--- config.mk ---
export PLATFORM = sky130hd
export DESIGN_NAME = method_descriptor_stack_size
export DESIGN_NICKNAME = d
export VERILOG_FILES = /design/src/rtl/mdss_pkg.sv /design/src/rtl/mdss_front.sv /design/src/rtl/mdss_queue.sv /design/src/rtl/mdss_back.sv /design/src/rtl/method_descriptor_stack_size.sv
export SDC_FILE = /design/constraint.sdc
export NUM_CORES = 1
export LEC_CHECK = 0
export BUFFER_PORTS_ARGS = -buffer_cell sky130_fd_sc_hd__buf_2
export CORE_ASPECT_RATIO = 0.5
export CORE_MARGIN = 2
export CORE_UTILIZATION = 55
export DETAILED_ROUTE_END_ITERATION = 10
export PLACE_DENSITY_LB_ADDON = 0.2
export SYNTH_ARGS = -nofsm -noshare
export SYNTH_HDL_FRONTEND = slang
export SYNTH_SLANG_ARGS = --single-unit
--- constraint.sdc ---
create_clock -name clock -period 5.1 [get_ports clock]
set_clock_uncertainty 0.05 [all_clocks]
set_input_delay 0.765 -clock clock [delete_from_list [all_inputs] [get_ports clock]]
set_output_delay 0.765 -clock clock [all_outputs]
set_load 0.01 [all_outputs]
--- src/rtl/mdss_pkg.sv ---
`timescale 1ns / 1ps
// ----------------------------------------------------------------------------
// mdss_pkg: shared types and constants of the descriptor slot counter
// Token format between front and back, type codes, counter widths.
// ----------------------------------------------------------------------------
package mdss_pkg;

   localparam int COUNT_LIMIT = 255;
   localparam int CNT_W       = $clog2(COUNT_LIMIT + 1);
   localparam int WIDE_W      = (CNT_W > 9) ? CNT_W : 9;

   localparam int QUEUE_DEPTH = 2;
   localparam int QUEUE_PTR_W = $clog2(QUEUE_DEPTH);
   localparam int QUEUE_CNT_W = $clog2(QUEUE_DEPTH + 1);

   // type codes
   localparam logic [3:0] CODE_B       = 4'd0;
   localparam logic [3:0] CODE_C       = 4'd1;
   localparam logic [3:0] CODE_D       = 4'd2;
   localparam logic [3:0] CODE_F       = 4'd3;
   localparam logic [3:0] CODE_I       = 4'd4;
   localparam logic [3:0] CODE_J       = 4'd5;
   localparam logic [3:0] CODE_CLASS   = 4'd6;
   localparam logic [3:0] CODE_S       = 4'd7;
   localparam logic [3:0] CODE_Z       = 4'd8;
   localparam logic [3:0] CODE_V       = 4'd9;
   localparam logic [3:0] CODE_UNKNOWN = 4'd10;

   // characters
   localparam logic [7:0] CH_SPACE  = 8'h20;
   localparam logic [7:0] CH_TAB    = 8'h09;
   localparam logic [7:0] CH_OPEN   = 8'h28;
   localparam logic [7:0] CH_CLOSE  = 8'h29;
   localparam logic [7:0] CH_ARRAY  = 8'h5B;
   localparam logic [7:0] CH_CLASS  = 8'h4C;
   localparam logic [7:0] CH_SEMI   = 8'h3B;

   typedef enum logic [2:0] {
      TOK_SKIP,
      TOK_OPEN,
      TOK_CLOSE,
      TOK_ARRAY,
      TOK_TYPE
   } tok_kind_type;

   typedef struct packed {
      tok_kind_type kind;
      logic [3:0]   code;
      logic         first;
      logic         last;
   } token_type;

   typedef struct packed {
      logic [8:0] stack_delta;
      logic       ret_is_array;
      logic [3:0] ret_type;
      logic [1:0] ret_slots;
      logic [7:0] arg_slots;
      logic [7:0] arg_count;
   } result_type;

   function automatic logic [3:0] lookup_code(input logic [7:0] c);
      logic [3:0] code;
      begin
         unique case (c)
            8'h42:   code = CODE_B;
            8'h43:   code = CODE_C;
            8'h44:   code = CODE_D;
            8'h46:   code = CODE_F;
            8'h49:   code = CODE_I;
            8'h4A:   code = CODE_J;
            8'h4C:   code = CODE_CLASS;
            8'h53:   code = CODE_S;
            8'h5A:   code = CODE_Z;
            8'h56:   code = CODE_V;
            default: code = CODE_UNKNOWN;
         endcase
         return code;
      end
   endfunction

   function automatic logic [1:0] category(input logic [3:0] code);
      logic [1:0] slots;
      begin
         case (code)
            CODE_V, CODE_UNKNOWN: slots = 2'd0;
            CODE_D, CODE_J:       slots = 2'd2;
            default:              slots = 2'd1;
         endcase
         return slots;
      end
   endfunction

endpackage

--- src/rtl/mdss_front.sv ---
`timescale 1ns / 1ps
// ----------------------------------------------------------------------------
// mdss_front: character classifier
// Tracks the class-name flag and turns each character into a token.
// ----------------------------------------------------------------------------
module mdss_front import mdss_pkg::*; (
   input  logic       clock,
   input  logic       reset,
   input  logic [7:0] ch,
   input  logic       first,
   input  logic       last,
   input  logic       take,
   output token_type  tok
);

   logic class_ff;
   logic class_in;
   logic class_cur;

   always_comb begin
      class_cur = first ? 1'b0 : class_ff;
      class_in  = class_cur;
      tok.kind  = TOK_SKIP;
      tok.code  = CODE_UNKNOWN;
      tok.first = first;
      tok.last  = last;
      if (class_cur) begin
         // inside a class name only the terminator matters
         if (ch == CH_SEMI) begin
            class_in = 1'b0;
            tok.kind = TOK_TYPE;
            tok.code = CODE_CLASS;
         end
      end else begin
         unique case (ch)
            CH_SPACE, CH_TAB: tok.kind = TOK_SKIP;
            CH_OPEN:          tok.kind = TOK_OPEN;
            CH_CLOSE:         tok.kind = TOK_CLOSE;
            CH_ARRAY:         tok.kind = TOK_ARRAY;
            CH_CLASS:         class_in = 1'b1;
            default: begin
               tok.kind = TOK_TYPE;
               tok.code = lookup_code(ch);
            end
         endcase
      end
   end

   always_ff @(posedge clock) begin
      if (reset) begin
         class_ff <= 1'b0;
      end else if (take) begin
         class_ff <= class_in;
      end
   end

endmodule

--- src/rtl/mdss_queue.sv ---
`timescale 1ns / 1ps
// ----------------------------------------------------------------------------
// mdss_queue: token queue
// Small flip-flop fifo between classifier and executor.
// ----------------------------------------------------------------------------
module mdss_queue import mdss_pkg::*; (
   input  logic      clock,
   input  logic      reset,
   input  logic      push,
   input  token_type push_tok,
   output logic      full,
   input  logic      pop,
   output logic      not_empty,
   output token_type head
);

   token_type                mem_ff [QUEUE_DEPTH];
   logic [QUEUE_PTR_W-1:0]   wr_ptr_ff;
   logic [QUEUE_PTR_W-1:0]   rd_ptr_ff;
   logic [QUEUE_CNT_W-1:0]   count_ff;
   logic [QUEUE_CNT_W-1:0]   count_in;

   assign full      = (count_ff == QUEUE_CNT_W'(QUEUE_DEPTH));
   assign not_empty = (count_ff != '0);
   assign head      = mem_ff[rd_ptr_ff];

   always_comb begin
      count_in = count_ff;
      if (push && !pop) begin
         count_in = count_ff + 1'b1;
      end else if (pop && !push) begin
         count_in = count_ff - 1'b1;
      end
   end

   always_ff @(posedge clock) begin
      if (push) begin
         mem_ff[wr_ptr_ff] <= push_tok;
      end
   end

   always_ff @(posedge clock) begin
      if (reset) begin
         wr_ptr_ff <= '0;
         rd_ptr_ff <= '0;
         count_ff  <= '0;
      end else begin
         count_ff <= count_in;
         if (push) begin
            wr_ptr_ff <= (wr_ptr_ff == QUEUE_PTR_W'(QUEUE_DEPTH - 1)) ? '0 : wr_ptr_ff + 1'b1;
         end
         if (pop) begin
            rd_ptr_ff <= (rd_ptr_ff == QUEUE_PTR_W'(QUEUE_DEPTH - 1)) ? '0 : rd_ptr_ff + 1'b1;
         end
      end
   end

endmodule

--- src/rtl/mdss_back.sv ---
`timescale 1ns / 1ps
// ----------------------------------------------------------------------------
// mdss_back: token executor
// Keeps argument and return state, counts slots, registers the result.
// ----------------------------------------------------------------------------
module mdss_back import mdss_pkg::*; (
   input  logic       clock,
   input  logic       reset,
   input  logic       tok_valid,
   input  token_type  tok,
   output logic       tok_pop,
   output logic       out_valid,
   input  logic       out_ready,
   output result_type out_data
);

   logic             in_args_ff,   in_args_in,   in_args_cur;
   logic             array_ff,     array_in,     array_cur;
   logic [CNT_W-1:0] arg_total_ff, arg_total_in, arg_total_cur;
   logic [CNT_W-1:0] slot_total_ff, slot_total_in, slot_total_cur;
   logic [3:0]       ret_code_ff,  ret_code_in,  ret_code_cur;
   logic [1:0]       ret_size_ff,  ret_size_in,  ret_size_cur;
   logic             ret_array_ff, ret_array_in, ret_array_cur;
   logic             valid_ff, valid_in;
   result_type       out_ff, out_in;
   logic [1:0]       slots;
   logic [CNT_W:0]   slot_sum;
   logic [WIDE_W-1:0] delta_wide;
   logic [WIDE_W-1:0] arg_wide;
   logic [WIDE_W-1:0] slot_wide;

   // a non-final token never needs the output register
   assign tok_pop   = tok_valid && (!tok.last || !valid_ff || out_ready);
   assign out_valid = valid_ff;
   assign out_data  = out_ff;

   always_comb begin
      in_args_cur    = tok.first ? 1'b0         : in_args_ff;
      array_cur      = tok.first ? 1'b0         : array_ff;
      arg_total_cur  = tok.first ? '0           : arg_total_ff;
      slot_total_cur = tok.first ? '0           : slot_total_ff;
      ret_code_cur   = tok.first ? CODE_UNKNOWN : ret_code_ff;
      ret_size_cur   = tok.first ? 2'd0         : ret_size_ff;
      ret_array_cur  = tok.first ? 1'b0         : ret_array_ff;

      in_args_in    = in_args_cur;
      array_in      = array_cur;
      arg_total_in  = arg_total_cur;
      slot_total_in = slot_total_cur;
      ret_code_in   = ret_code_cur;
      ret_size_in   = ret_size_cur;
      ret_array_in  = ret_array_cur;

      slots    = array_cur ? 2'd1 : category(tok.code);
      slot_sum = {1'b0, slot_total_cur} + (CNT_W + 1)'(slots);

      unique case (tok.kind)
         TOK_SKIP:  ;
         TOK_OPEN:  in_args_in = 1'b1;
         TOK_CLOSE: in_args_in = 1'b0;
         TOK_ARRAY: array_in   = 1'b1;
         TOK_TYPE: begin
            array_in = 1'b0;
            if (in_args_cur) begin
               if (arg_total_cur < CNT_W'(COUNT_LIMIT)) begin
                  arg_total_in = arg_total_cur + 1'b1;
               end
               slot_total_in = (slot_sum > (CNT_W + 1)'(COUNT_LIMIT)) ?
                               CNT_W'(COUNT_LIMIT) : slot_sum[CNT_W-1:0];
            end else begin
               ret_code_in  = tok.code;
               ret_size_in  = slots;
               ret_array_in = array_cur;
            end
         end
         default: ;
      endcase

      arg_wide   = WIDE_W'(arg_total_in);
      slot_wide  = WIDE_W'(slot_total_in);
      delta_wide = WIDE_W'(ret_size_in) - slot_wide;

      out_in.arg_count    = arg_wide[7:0];
      out_in.arg_slots    = slot_wide[7:0];
      out_in.ret_slots    = ret_size_in;
      out_in.ret_type     = ret_code_in;
      out_in.ret_is_array = ret_array_in;
      out_in.stack_delta  = delta_wide[8:0];

      valid_in = valid_ff && !out_ready;
      if (tok_pop && tok.last) begin
         valid_in = 1'b1;
      end
   end

   always_ff @(posedge clock) begin
      if (reset) begin
         in_args_ff    <= 1'b0;
         array_ff      <= 1'b0;
         arg_total_ff  <= '0;
         slot_total_ff <= '0;
         ret_code_ff   <= CODE_UNKNOWN;
         ret_size_ff   <= 2'd0;
         ret_array_ff  <= 1'b0;
         valid_ff      <= 1'b0;
      end else begin
         valid_ff <= valid_in;
         if (tok_pop) begin
            in_args_ff    <= in_args_in;
            array_ff      <= array_in;
            arg_total_ff  <= arg_total_in;
            slot_total_ff <= slot_total_in;
            ret_code_ff   <= ret_code_in;
            ret_size_ff   <= ret_size_in;
            ret_array_ff  <= ret_array_in;
         end
      end
   end

   always_ff @(posedge clock) begin
      if (tok_pop && tok.last) begin
         out_ff <= out_in;
      end
   end

endmodule

--- src/rtl/method_descriptor_stack_size.sv ---
`timescale 1ns / 1ps
// ----------------------------------------------------------------------------
// method_descriptor_stack_size: method descriptor slot counter
// Counts arguments and stack slots of a method type descriptor streamed one
// character per transfer, and reports return type and stack delta.
//
//   channel  direction  tdata                   tuser   tlast
//   req_     in         ch                      first   last
//   rsp_     out        result fields (32 bits) -       -
//
// one character per cycle while the token queue is not full; the last character
// of a descriptor passes classifier, token queue, executor and output register
// a two-entry token queue lets the classifier keep taking characters while
// the output register waits on rsp_tready
// synchronous reset clears all flags, counters and the queue
// ----------------------------------------------------------------------------
module method_descriptor_stack_size import mdss_pkg::*; (
   input  logic        clock,
   input  logic        reset,
   input  logic        req_tvalid,
   output logic        req_tready,
   input  logic [7:0]  req_tdata,   // [7:0] ch
   input  logic        req_tuser,   // [0] first
   input  logic        req_tlast,
   output logic        rsp_tvalid,
   input  logic        rsp_tready,
   output logic [31:0] rsp_tdata    // [7:0] arg_count, [15:8] arg_slots,
                                    // [17:16] ret_slots, [21:18] ret_type,
                                    // [22] ret_is_array, [31:23] stack_delta
);

   logic       take;
   logic       full;
   logic       not_empty;
   logic       pop;
   token_type  front_tok;
   token_type  head;
   result_type result;

   assign req_tready = !full;
   assign take       = req_tvalid && !full;
   assign rsp_tdata  = result;

   mdss_front u_front (
      .clock (clock),
      .reset (reset),
      .ch    (req_tdata),
      .first (req_tuser),
      .last  (req_tlast),
      .take  (take),
      .tok   (front_tok)
   );

   mdss_queue u_queue (
      .clock     (clock),
      .reset     (reset),
      .push      (take),
      .push_tok  (front_tok),
      .full      (full),
      .pop       (pop),
      .not_empty (not_empty),
      .head      (head)
   );

   mdss_back u_back (
      .clock     (clock),
      .reset     (reset),
      .tok_valid (not_empty),
      .tok       (head),
      .tok_pop   (pop),
      .out_valid (rsp_tvalid),
      .out_ready (rsp_tready),
      .out_data  (result)
   );

endmodule

==> results.md, run 1 <==
* Vias in the first global route at just over 3,000
* DRC Markers at 0
* Top Ports at 48
* Worst r2r dst: u_back.out_data[30]
* Core Util, Final at 64.2%
* WP buf/inv at 2
* Class of the worst hold path: reg -> reg
* CP top delay family: simple AND/OR/NAND/NOR gates
* Tot Pwr at roughly 2.3 mW
* Routed Antenna Nets at 0
* Worst Path Required at about 5.1 ns
* Post-synthesis instance total at between 400 and 500
* Synth Warn # at 0
* Cts bufs inserted at 9
* Die height at around 65 um
* CP arrival at approximately 4.3 ns
* Max_slew headroom at around 46%
* Pwr dens at a little under 500 nW/um2
* Maxcap violations at 0
* Initial antenna violation count at 0
* CTS tree: done
* Die Span X at between 100 and 150 um
* Sequential-to-total area share from yosys stat at 51.9%
* Clock buffer depth at 2
* Net Sw Frac at about a third
* WHS Endpoint: u_back.slot_total_ff[0]
* DRT Wirelength at around 8600 um
* Final Slew Violations at 0
* Global-route wire length before repair at roughly 14,000 um
* CTS H-tree depth at 3
* R2r worst-path depth at 16
* Ys async rst share at 0%
* Ratio of cells with drive above 1 in the final layout at ~17%
* Detailed-route via count at ~3,200
* CP startpoint kind: flop
* Critical path cell sequence: mux2i_1 > xnor2_1 > o21ai_0 > and2_1 > inv_1 > ha_1 > inv_1 > fa_1 > nor3b_1 > and3_1 > o22ai_1 > ha_1 > a21oi_1 > a21oi_1 > nand4b_1 > xor2_1
* Area of the core at roughly 7300 um2
* Crit Path Class: reg -> reg
* Adder-cell share of the synthesized area at ~3%
* IO Port Bufs at 47
* Simple-gate share of the synthesized area at 20.0%
* Post-synthesis register bit count at 82
* CTS sink count at slightly above 80
* Iter 0 DRT Violations at about 240
* R2R setup slack at between 0.8 and 0.9 ns
* Top cell type by total area after synthesis: edfxtp_1
* Seq pwr share at around 43%
* Setup TNS at 0 ns
* Register Area at between 2000 and 2500 um2
* Largest family of logic cells by synthesized area: simple AND/OR/NAND/NOR gates
* Leak at 1.73 nW
* Post_cts resized at 0
* Worst skew pair latency at approximately 0.33 ns
* Total gr overflow at 0
* Clock Pin Slew Worst Setup and Hold Paths at ~0.060 ns
* Worst stage delay on the critical path at ~0.70 ns
* Area Growth Syn to Fin at 13.5%
* Wire length per cell at 15.5 um
* Die area at ~8300 um2
* Most common cell after layout, fill and taps aside: edfxtp_1
* Setup violations, final at 0
* Post-synth top area share at between 30% and 40%
* Cell area after synthesis at 4130 um2
* Starting Density at 56.6%
* CTS root buf: clkbuf_16
* Clk pwr share at between 20% and 30%
* Crit-path slowest cell: dfxtp_1
* Min Tclk post-route at 4.24 ns
* P_int at between 1 and 1.5 mW
* Count of cell types in the netlist at 65
* N_diodes at 0
* Top post-synthesis cells by area: edfxtp_1 (36%), dfxtp_1 (16%), nand2_1 (4.3%)
* Post-CTS Setup Bufs at 0
* Hold_buf cts at 0
* Gate power share at between 30 and 40%
* # rows at 22
* Sw Pwr at around 0.79 mW
* Status: finished clean
* Least-Margin Pin Slew at between 0.7 and 0.8 ns
* Commonest non-fill, non-tap cells in the layout: edfxtp_1 (50), nand2_1 (47), buf_2 (47)
* Pre-CTS worst setup slack at between 0.9 and 1 ns
* Min-delay src: u_back.slot_total_ff[0]
* # fillers at 569
* VDD IR max at approximately 0.24 mV
* Via/cell ratio at around 5.8
* Fin crit share at a little over four fifths
* Synth Area in XOR/XNOR at between 3 and 4%
* Syn nets at between 400 and 500
* Final Hold Vio Count at 0
* Routability cong. at approximately 0.9
* Area occupied by multi-input gates at roughly 1800 um2
* Hold path cells at 2
* Post-DP HPWL at a little under 6000 um
* Avg Cell Area, Syn at 10.1 um2
* Worst-path fanout max at 12
* RSZ-0062 raised after global routing: no
* Crit. End Element: flop
* Fmax at around 240 MHz
* Router iterations before antenna repair at 4
* Post-synthesis mux area share at under 10%
* Synth Area in Compound Gates at 12.8%
* Number of synthesized flops with an enable pin at 50
* Largest net degree at the start of global routing at 33
* Layout Nets at between 400 and 500
* Final worst slack at between 0.8 and 0.9 ns
* Synth Flop Type: edfxtp_1
* Gr usage total at between 20 and 25%
[cell families (layout without fill, tap and decap cells)]
family                   count (synthesis)  after routing
AO/OA/AOI/OAI                           80             80
flip-flops                              82             82
AND/OR/NAND/NOR                        160            160
XOR/XNOR                                18             18
buffers and inverters                   41             88
adder cells (fa/ha/maj)                  9              9
multiplexers                            17             17
[cells in the mapped netlist (all sizes together) (6+ instances only)]
| cell | instances |
|---|---|
| edfxtp | 50 |
| nand2 | 47 |
| nor2 | 39 |
| dfxtp | 32 |
| a21oi | 28 |
| inv | 20 |
| clkbuf | 15 |
| o21ai | 15 |
| mux2i | 12 |
| a211oi | 10 |
| nor3 | 10 |
| nand2b | 9 |
| nand3 | 9 |
| xnor2 | 9 |
| xor2 | 9 |
| and2 | 6 |
| ha | 6 |
[worst max path at each step]
stage | to | slack (ns) | startpoint | cells past startpoint
2_1_floorplan | u_back.out_data[30] | 1.30 | flop | 17
3_3_place_gp | u_back.out_data[30] | 1.18 | flop | 16
3_5_place_dp | u_back.out_data[29] | 0.97 | flop | 16
4_1_cts | u_back.out_data[30] | 0.92 | flop | 16
5_1_grt | u_back.out_data[30] | 0.62 | flop | 16
6_report | u_back.out_data[30] | 0.86 | flop | 16
[layer usage]
metal	wire length [um]	GRT usage (%)	up-vias
met2	3930	36.5	119
met5	0	0	-
li1	-	-	1541
met1	3880	27.6	1518
met3	587	6.03	21
met4	147	8.10	0
[layout make-up]
| cell class | instances | share of cell area (%) |
|---|---|---|
| multi-input combinational | 284 | 38.8 |
| tap | 96 | 2.56 |
| timing repair buffer | 51 | 5.66 |
| inverter | 21 | 1.68 |
| sequential | 82 | 45.7 |
| clock buffer | 10 | 4.89 |
| clock inverter | 6 | 0.721 |
[sequential cells by signal, summed over array words and instances, names as in the netlist, 2 cells and up, named ones only]
| name | flops |
|---|---|
| u_back.arg_total_ff | 8 |
| u_back.out_data | 32 |
| u_back.ret_code_ff | 4 |
| u_back.ret_size_ff | 2 |
| u_back.slot_total_ff | 8 |
| u_queue.count_ff | 2 |
| u_queue.mem_ff | 18 |
[per-stage QoR]
step | area [um2] | instances | hold WS, ns
final | 4680 | 550 | 0.412
after detailed placement | 4420 | 534 | 0.407
after CTS | 4680 | 550 | 0.415
after global routing | 4680 | 550 | 0.449
after global placement | 4420 | 534 | 0.393
after floorplan | 4130 | 407 | 0.377
[power groups by stage]
stage	logic, mW	clock network, mW	registers [mW]
after floorplan	0.490	0	1.00
after global placement	0.694	0	0.976
after detailed placement	0.726	0	0.986
after CTS	0.730	0.577	0.974
after global routing	0.809	0.604	0.991
final	0.733	0.568	0.974
[worst reg2reg max path, delay by kind of cell, from the launching register on]
kind | cells | cell delay, ns
flops | 1 | 0.70
fa+ha+maj | 3 | 0.86
compound gates | 4 | 0.54
simple gates | 4 | 0.98
buf+inv | 2 | 0.11
mux | 1 | 0.43
xor+xnor | 2 | 0.34
No activity file was read; power rests on OpenSTA's default activity.
==> run 2: changes to the inputs <==
- ABC_AREA: not set -> 1
- clock period: 5.1 -> 3.92 ns (I/O delays scaled with it)
==> run 2 against run 1 <==
Final area up 7.6%. Critical path depth up 6. Via count up 11%. Area after synthesis up 6.0%. Clock power up 35%. Wire length up 2.3%. Clock-buffer cell count up 1. Sequential power up 52%. Total power up 73%. Non-clock buffer count up 5. Critical path type unchanged.
==> results.md, run 2 <==
* Class of the worst hold path: in -> reg
* Post-synthesis register bit count at 82 (unchanged)
* Worst skew pair latency at 0.34 ns (about the same)
* Vias in the first global route at 3,133 (+1.6%)
* IO Port Bufs at 47 (unchanged)
* Cts bufs inserted at 9 (unchanged)
* Least-Margin Pin Slew at 1.06 ns (+0.275 ns)
* Routed Antenna Nets at 0 (unchanged)
* # rows at 22 (unchanged)
* Number of synthesized flops with an enable pin at 50 (unchanged)
* VDD IR max at 0.395 mV (+62%)
* Count of cell types in the netlist at 40 (-38%)
* Via/cell ratio at 5.09 (-13%)
* Top cells by count, synth: nand2_1 (98), inv_1 (86), nor2_1 (61), edfxtp_1 (50)
* N_diodes at 0 (unchanged)
* Iter 0 DRT Violations at 203 (-15%)
* Layout Nets at 606 (+29%)
* Die Span X at 130 um (+2.8%)
* Cell with the most instances after synthesis: nand2_1
* WHS Endpoint: u_queue.mem_ff[0][0]
* Register Area at 2150 um2 (+0.18%)
* Setup violations, final at 0 (unchanged)
* Maxcap violations at 0 (unchanged)
* Area occupied by multi-input gates at 1840 um2 (+1.3%)
* Synth Warn # at 0 (unchanged)
* CTS tree: done
* Final Hold Vio Count at 0 (unchanged)
* Worst r2r dst: u_back.out_data[29]
* Top cell type by total area after synthesis: edfxtp_1
* Ys async rst share at 0% (unchanged)
* Area of the core at 7510 um2 (+3.0%)
* Largest net degree at the start of global routing at 32 (-3.0%)
* Max FFs per register at 32 (unchanged)
* Initial antenna violation count at 0 (unchanged)
* Min-delay src: req_tlast
* Top post-synthesis cells by area: edfxtp_1 (34%), dfxtp_1 (15%), nand2_1 (8.4%)
* # fillers at 634 (+11%)
* CP arrival at 3.70 ns (-0.57 ns)
* Gate power share at 42.9% (+11 points)
* Fin crit share at 93.0% (+9.8 points)
* P_int at 2.35 mW (+58%)
* Worst Path Required at 3.97 ns (-1.16 ns)
* Detailed-route via count at 3,545 (+11%)
* Most common cell after layout, fill and taps aside: nand2_1
* Min Tclk post-route at 3.65 ns (-0.597 ns)
* Hold_buf cts at 0 (unchanged)
* Syn nets at 551 (+28%)
* CTS sink count at 82 (unchanged)
* Router iterations before antenna repair at 5 (+1)
* CTS root buf: clkbuf_16
* Crit. End Element: flop
* Pwr dens at 782 nW/um2 (+61%)
* Pre-CTS worst setup slack at -0.104 ns (-1.08 ns)
* Post-synthesis instance total at 529 (+30%)
* RSZ-0062 raised after global routing: no
* Tot Pwr at 3.94 mW (+73%)
* Sequential-to-total area share from yosys stat at 49.0% (-2.9 points)
* Max_slew headroom at 29.2% (-17 points)
* Top Ports at 48 (unchanged)
* Synth Flop Type: edfxtp_1
* DRT Wirelength at 8750 um (+2.3%)
* Crit-path slowest cell: fa_1
* Cell area after synthesis at 4370 um2 (+6.0%)
* Global-route wire length before repair at 14,400 um (+0.19%)
* Post-DP HPWL at 6130 um (+4.9%)
* Die height at 67.1 um (+2.8%)
* Worst stage delay on the critical path at 0.40 ns (-0.30 ns)
* Avg Cell Area, Syn at 8.27 um2 (-18%)
* R2r worst-path depth at 22 (+6)
* Total gr overflow at 0 (unchanged)
* Net Sw Frac at 40.5% (+5.6 points)
* Gr usage total at 21.8% (-0.068 points)
* Ratio of cells with drive above 1 in the final layout at 20.4% (+3.6 points)
* Status: finished clean
* Fmax at 274 MHz (+16%)
* Commonest non-fill, non-tap cells in the layout: nand2_1 (95), inv_1 (85), nor2_1 (60)
* Clock Pin Slew Worst Setup and Hold Paths at 0.06 ns (about the same)
* Clock buffer depth at 2 (unchanged)
* Wire length per cell at 12.6 um (-19%)
* Die area at 8720 um2 (+5.7%)
* Sw Pwr at 1.59 mW (+100%)
* Hold Slack at 0.396 ns (-0.0159 ns)
* Seq pwr share at 37.7% (-5.1 points)
* Leak at 2.32 nW (+34%)
* Area Growth Syn to Fin at 15.3%
* Final worst slack at 0.274 ns (-0.583 ns)
* DRC Markers at 0 (unchanged)
* Critical path cell sequence: or2_2 > o21ai_2 > nand4_1 > nand2_2 > a21oi_2 > ha_2 > inv_1 > fa_2 > inv_2 > nand4_2 > nor2_2 > nand3_2 > nand2_2 > o22ai_1 > inv_1 > ha_1 > fa_1 > nand3b_1 > nor2_2 > nand3_1 > nand2_1 > nand2_1
* Starting Density at 58.2% (+1.6 points)
* Crit Path Class: reg -> reg
* Final Slew Violations at 0 (unchanged)
* Hold path cells at 1 (-1)
* CP startpoint kind: flop
* CTS H-tree depth at 3 (unchanged)
* Routability cong. at 0.910 (+2.8%)
* Post-synth top area share at 34.3% (-2.1 points)
* Worst-path fanout max at 13 (+1)
* Clk pwr share at 19.4% (-5.6 points)
* R2R setup slack at 0.27 ns (-0.58 ns)
[run 2: power by group through the flow]
stage                     combinational, mW  sequential (mW)  clock, mW
final                                  1.69             1.48      0.766
after global routing                   1.92             1.52      0.818
after CTS                              1.66             1.48      0.779
after detailed placement               1.66             1.49          0
after global placement                 1.61             1.48          0
after floorplan                        1.17             1.54          0
[run 2: kinds of logic after synthesis]
group                    Yosys count  share of synthesized area, %
AND/OR/NAND/NOR                  241                          26.6
flip-flops                        82                          49.0
XOR/XNOR                           4                         0.801
adder cells (fa/ha/maj)            8                          2.63
buffers and inverters            103                          9.67
AO/OA/AOI/OAI                     91                          11.3
[run 2: worst max-delay path, delay by kind of cell, from the launching register on]
family	cells	cell delay, ns
AOI/OAI and AO/OA	3	0.31
adders and majority gates	4	1.01
and+or+nand+nor	12	1.43
DFF	1	0.39
buffers and inverters	3	0.20
[run 2: per-stage QoR]
step / setup TNS, ns / area [um2] / std cells / util, %
2_1_floorplan: 0 / 4370 / 529 / -
3_3_place_gp: 0 / 4720 / 679 / 62.8
3_5_place_dp: -0.147 / 4720 / 679 / 62.8
4_1_cts: 0 / 5000 / 695 / 66.5
5_1_grt: 0 / 5040 / 697 / 67.1
6_report: 0 / 5040 / 697 / 67.1
[run 2: final cells by class]
type                       instances  share of cell area (%)
multi-input combinational        344                    36.5
sequential                        82                    42.6
clock inverter                     5                   0.596
timing repair buffer              56                    6.01
clock buffer                      11                    4.82
tap                              108                    2.68
inverter                          91                    6.83
[run 2: how the worst max path moves through the flow]
stage	start	end	slack, ns	cells after the start
final	flop	u_back.out_data[29]	0.27	22
after global routing	flop	u_back.out_data[29]	0.007	23
after CTS	flop	u_back.out_data[30]	0.05	25
after detailed placement	flop	u_back.out_data[30]	-0.10	23
after global placement	flop	u_back.out_data[30]	0.13	23
after floorplan	flop	u_back.out_data[30]	0.35	24
[run 2: repair_timing]
action / CTS / global route
resized for setup: 2 / 12
hold endpoints to repair: 0 / 0
setup endpoints to repair: 3 / 6
setup buffers: 0 / 2
pin swaps: 0 / 3
[run 2: metal layers]
layer | track usage [%] | vias up | part of all wire [%]
li1 | - | 1850 | -
met1 | 28.5 | 1577 | 49
met2 | 34.6 | 104 | 43
met3 | 6.27 | 14 | 5.9
met4 | 8.33 | 0 | 1.6
met5 | 0 | - | 0
==> run 3: changes to the inputs <==
==> constraint.sdc (replaced) <==
create_clock -name clock -period 3.92 [get_ports clock]
set_clock_uncertainty 0.05 [all_clocks]
set_input_delay 0.196 -clock clock [delete_from_list [all_inputs] [get_ports clock]]
set_output_delay 0.196 -clock clock [all_outputs]
set_load 0.01 [all_outputs]
==> run 3 against run 2 <==
Final area up 0.62%. Sequential power about the same. Combinational power about the same. Worst setup slack worse by 0.034 ns. Die area unchanged. Sequential share of layout area down 0.26 points. Fmax down 0.94%. Clock power up 14%. Global-route usage up 0.27 points. Total power up 2.5%. Utilization up 0.42 points.
==> results.md, run 3 (synthesis results as in run 2) <==
* Setup TNS at 0 ns (unchanged)
* Fmax at 272 MHz (-0.94%)
* Area Growth Syn to Fin at 16.0%
* Ratio of cells with drive above 1 in the final layout at 19.9% (-0.44 points)
* Die Span X at 130 um (unchanged)
* CP startpoint kind: flop
* Status: finished clean
* Initial antenna violation count at 0 (unchanged)
* Max FFs per register at 32 (unchanged)
* Worst-path fanout max at 13 (unchanged)
* Detailed-route via count at 3,577 (+0.90%)
* Gr usage total at 22.1% (+0.27 points)
* Iter 0 DRT Violations at 256 (+26%)
* CP arrival at 3.73 ns (+0.03 ns)
* Critical path cell sequence: or2_2 > o21ai_2 > nor2_1 > nand2_1 > nor2_1 > a21oi_2 > ha_2 > inv_1 > fa_2 > inv_2 > nand4_2 > nor2_2 > nand3_2 > nand2_2 > o22ai_2 > ha_1 > inv_1 > o21ai_1 > nand3_1 > nor2_1 > nand2_1 > o21bai_1 > nand2_1
* Global-route wire length before repair at 14,700 um (+2.1%)
* Die height at 67.1 um (unchanged)
* Core Util, Final at 67.5% (+0.42 points)
* Worst Path Required at 3.97 ns (about the same)
* Starting Density at 58.2% (unchanged)
* Worst skew pair latency at 0.34 ns (about the same)
* Final worst slack at 0.239 ns (-0.0344 ns)
* Layout Nets at 604 (-0.33%)
* CTS root buf: clkbuf_16
* Fin crit share at 93.9% (+0.88 points)
* IO Port Bufs at 47 (unchanged)
* Maxcap violations at 0 (unchanged)
* Clock buffer depth at 2 (unchanged)
* Class of the worst hold path: in -> reg
* Min Tclk post-route at 3.68 ns (+0.0344 ns)
* Post-DP HPWL at 6120 um (-0.12%)
* Pwr dens at 797 nW/um2 (+1.9%)
* Routability cong. at 0.916 (+0.73%)
* Grt met1 use at 28.9% (+0.35 points)
* Clock Pin Slew Worst Setup and Hold Paths at 0.06 ns (about the same)
* Crit-path slowest cell: dfxtp_4
* WP buf/inv at 3 (unchanged)
* Pre-CTS worst setup slack at -0.0972 ns (+0.00692 ns)
* DRT Wirelength at 8820 um (+0.81%)
* Largest net degree at the start of global routing at 33 (+3.1%)
* Routed Antenna Nets at 0 (unchanged)
* Crit. End Element: flop
* N_diodes at 0 (unchanged)
* CTS H-tree depth at 3 (unchanged)
* Cts bufs inserted at 9 (unchanged)
* Vias in the first global route at 3,277 (+4.6%)
* Setup violations, final at 0 (unchanged)
* CTS tree: done
* Final Hold Vio Count at 0 (unchanged)
* Leak at 2.33 nW (+0.55%)
* Top Ports at 48 (unchanged)
* VDD IR max at 0.353 mV (-11%)
* Commonest non-fill, non-tap cells in the layout: nand2_1 (96), inv_1 (85), nor2_1 (60)
* Final Slew Violations at 0 (unchanged)
* Hold_buf cts at 0 (unchanged)
* Worst stage delay on the critical path at 0.39 ns (about the same)
* Met2 Track Usage GR at 35.0% (+0.46 points)
* # rows at 22 (unchanged)
* # fillers at 636 (+0.32%)
* Via/cell ratio at 5.15 (+1.2%)
* Hold Slack at 0.0117 ns (-0.384 ns)
* Crit Path Class: reg -> reg
* Post-CTS Setup Bufs at 0 (unchanged)
* DRC Markers at 0 (unchanged)
* Max_slew headroom at 50.0% (+21 points)
* GRT Max-Usage Layer: met2
* Area of the core at 7510 um2 (unchanged)
* Total gr overflow at 0 (unchanged)
* CP top delay family: simple AND/OR/NAND/NOR gates
* Most common cell after layout, fill and taps aside: nand2_1
* Met3 Usage GRT at 6.18% (-0.080 points)
* Least-Margin Pin Slew at 0.747 ns (-0.314 ns)
* Wire length per cell at 12.7 um (+1.1%)
* Router iterations before antenna repair at 4 (-1)
* Die area at 8720 um2 (unchanged)
* CTS sink count at 82 (unchanged)
-- run 3: cell types whose count changed in the layout (fill, tap and decap cells not counted), sizes merged --
cell and delta:
clkinvlp -1, clkbuf -1, buf -2, bufinv +2
-- run 3: power breakdown --
group | internal [mW] | leakage [nW] | switching, mW
Clock | 0.553 | 0.150 | 0.324
Combinational | 0.562 | 1.46 | 1.12
Sequential | 1.33 | 0.725 | 0.148
Total | 2.45 | 2.33 | 1.59
-- run 3: final timing paths --
path                                             end  cells after the start               from  slack (ns)
worst min register to register     u_queue.rd_ptr_ff                      1  u_queue.rd_ptr_ff        0.40
worst max-delay path             u_back.out_data[30]                     23               flop        0.24
worst max register to register   u_back.out_data[30]                     23               flop        0.24
worst min-delay path            u_queue.mem_ff[1][0]                      1          req_tlast        0.01
-- run 3: layout make-up --
class	count	area [um2]	share of cell area (%)
Clock inverter	6	81.3	1.60
Multi-Input combinational cell	344	1850	36.4
Tap cell	108	135	2.66
Inverter	91	344	6.79
Clock buffer	10	229	4.52
Sequential cell	82	2150	42.3
Timing Repair Buffer	54	288	5.67
-- run 3: per-stage QoR --
step | total power, mW | instance area, um2 | cells
after global placement | 3.09 | 4720 | 679
after detailed placement | 3.14 | 4720 | 679
final | 4.04 | 5070 | 695
after floorplan | 2.71 | 4370 | 529
after CTS | 4.02 | 5030 | 695
after global routing | 4.35 | 5070 | 695
-- run 3: per-layer routing --
| metal | share of wire (%) | vias up |
|---|---|---|
| li1 | - | 1842 |
| met5 | 0 | - |
| met4 | 1.5 | 0 |
| met2 | 44 | 104 |
| met3 | 5.7 | 15 |
| met1 | 48 | 1616 |
-- run 3: repair_timing --
| action | CTS | global route |
|---|---|---|
| pin swaps | 0 | 2 |
| setup endpoints to repair | 2 | 5 |
| resized for setup | 2 | 14 |
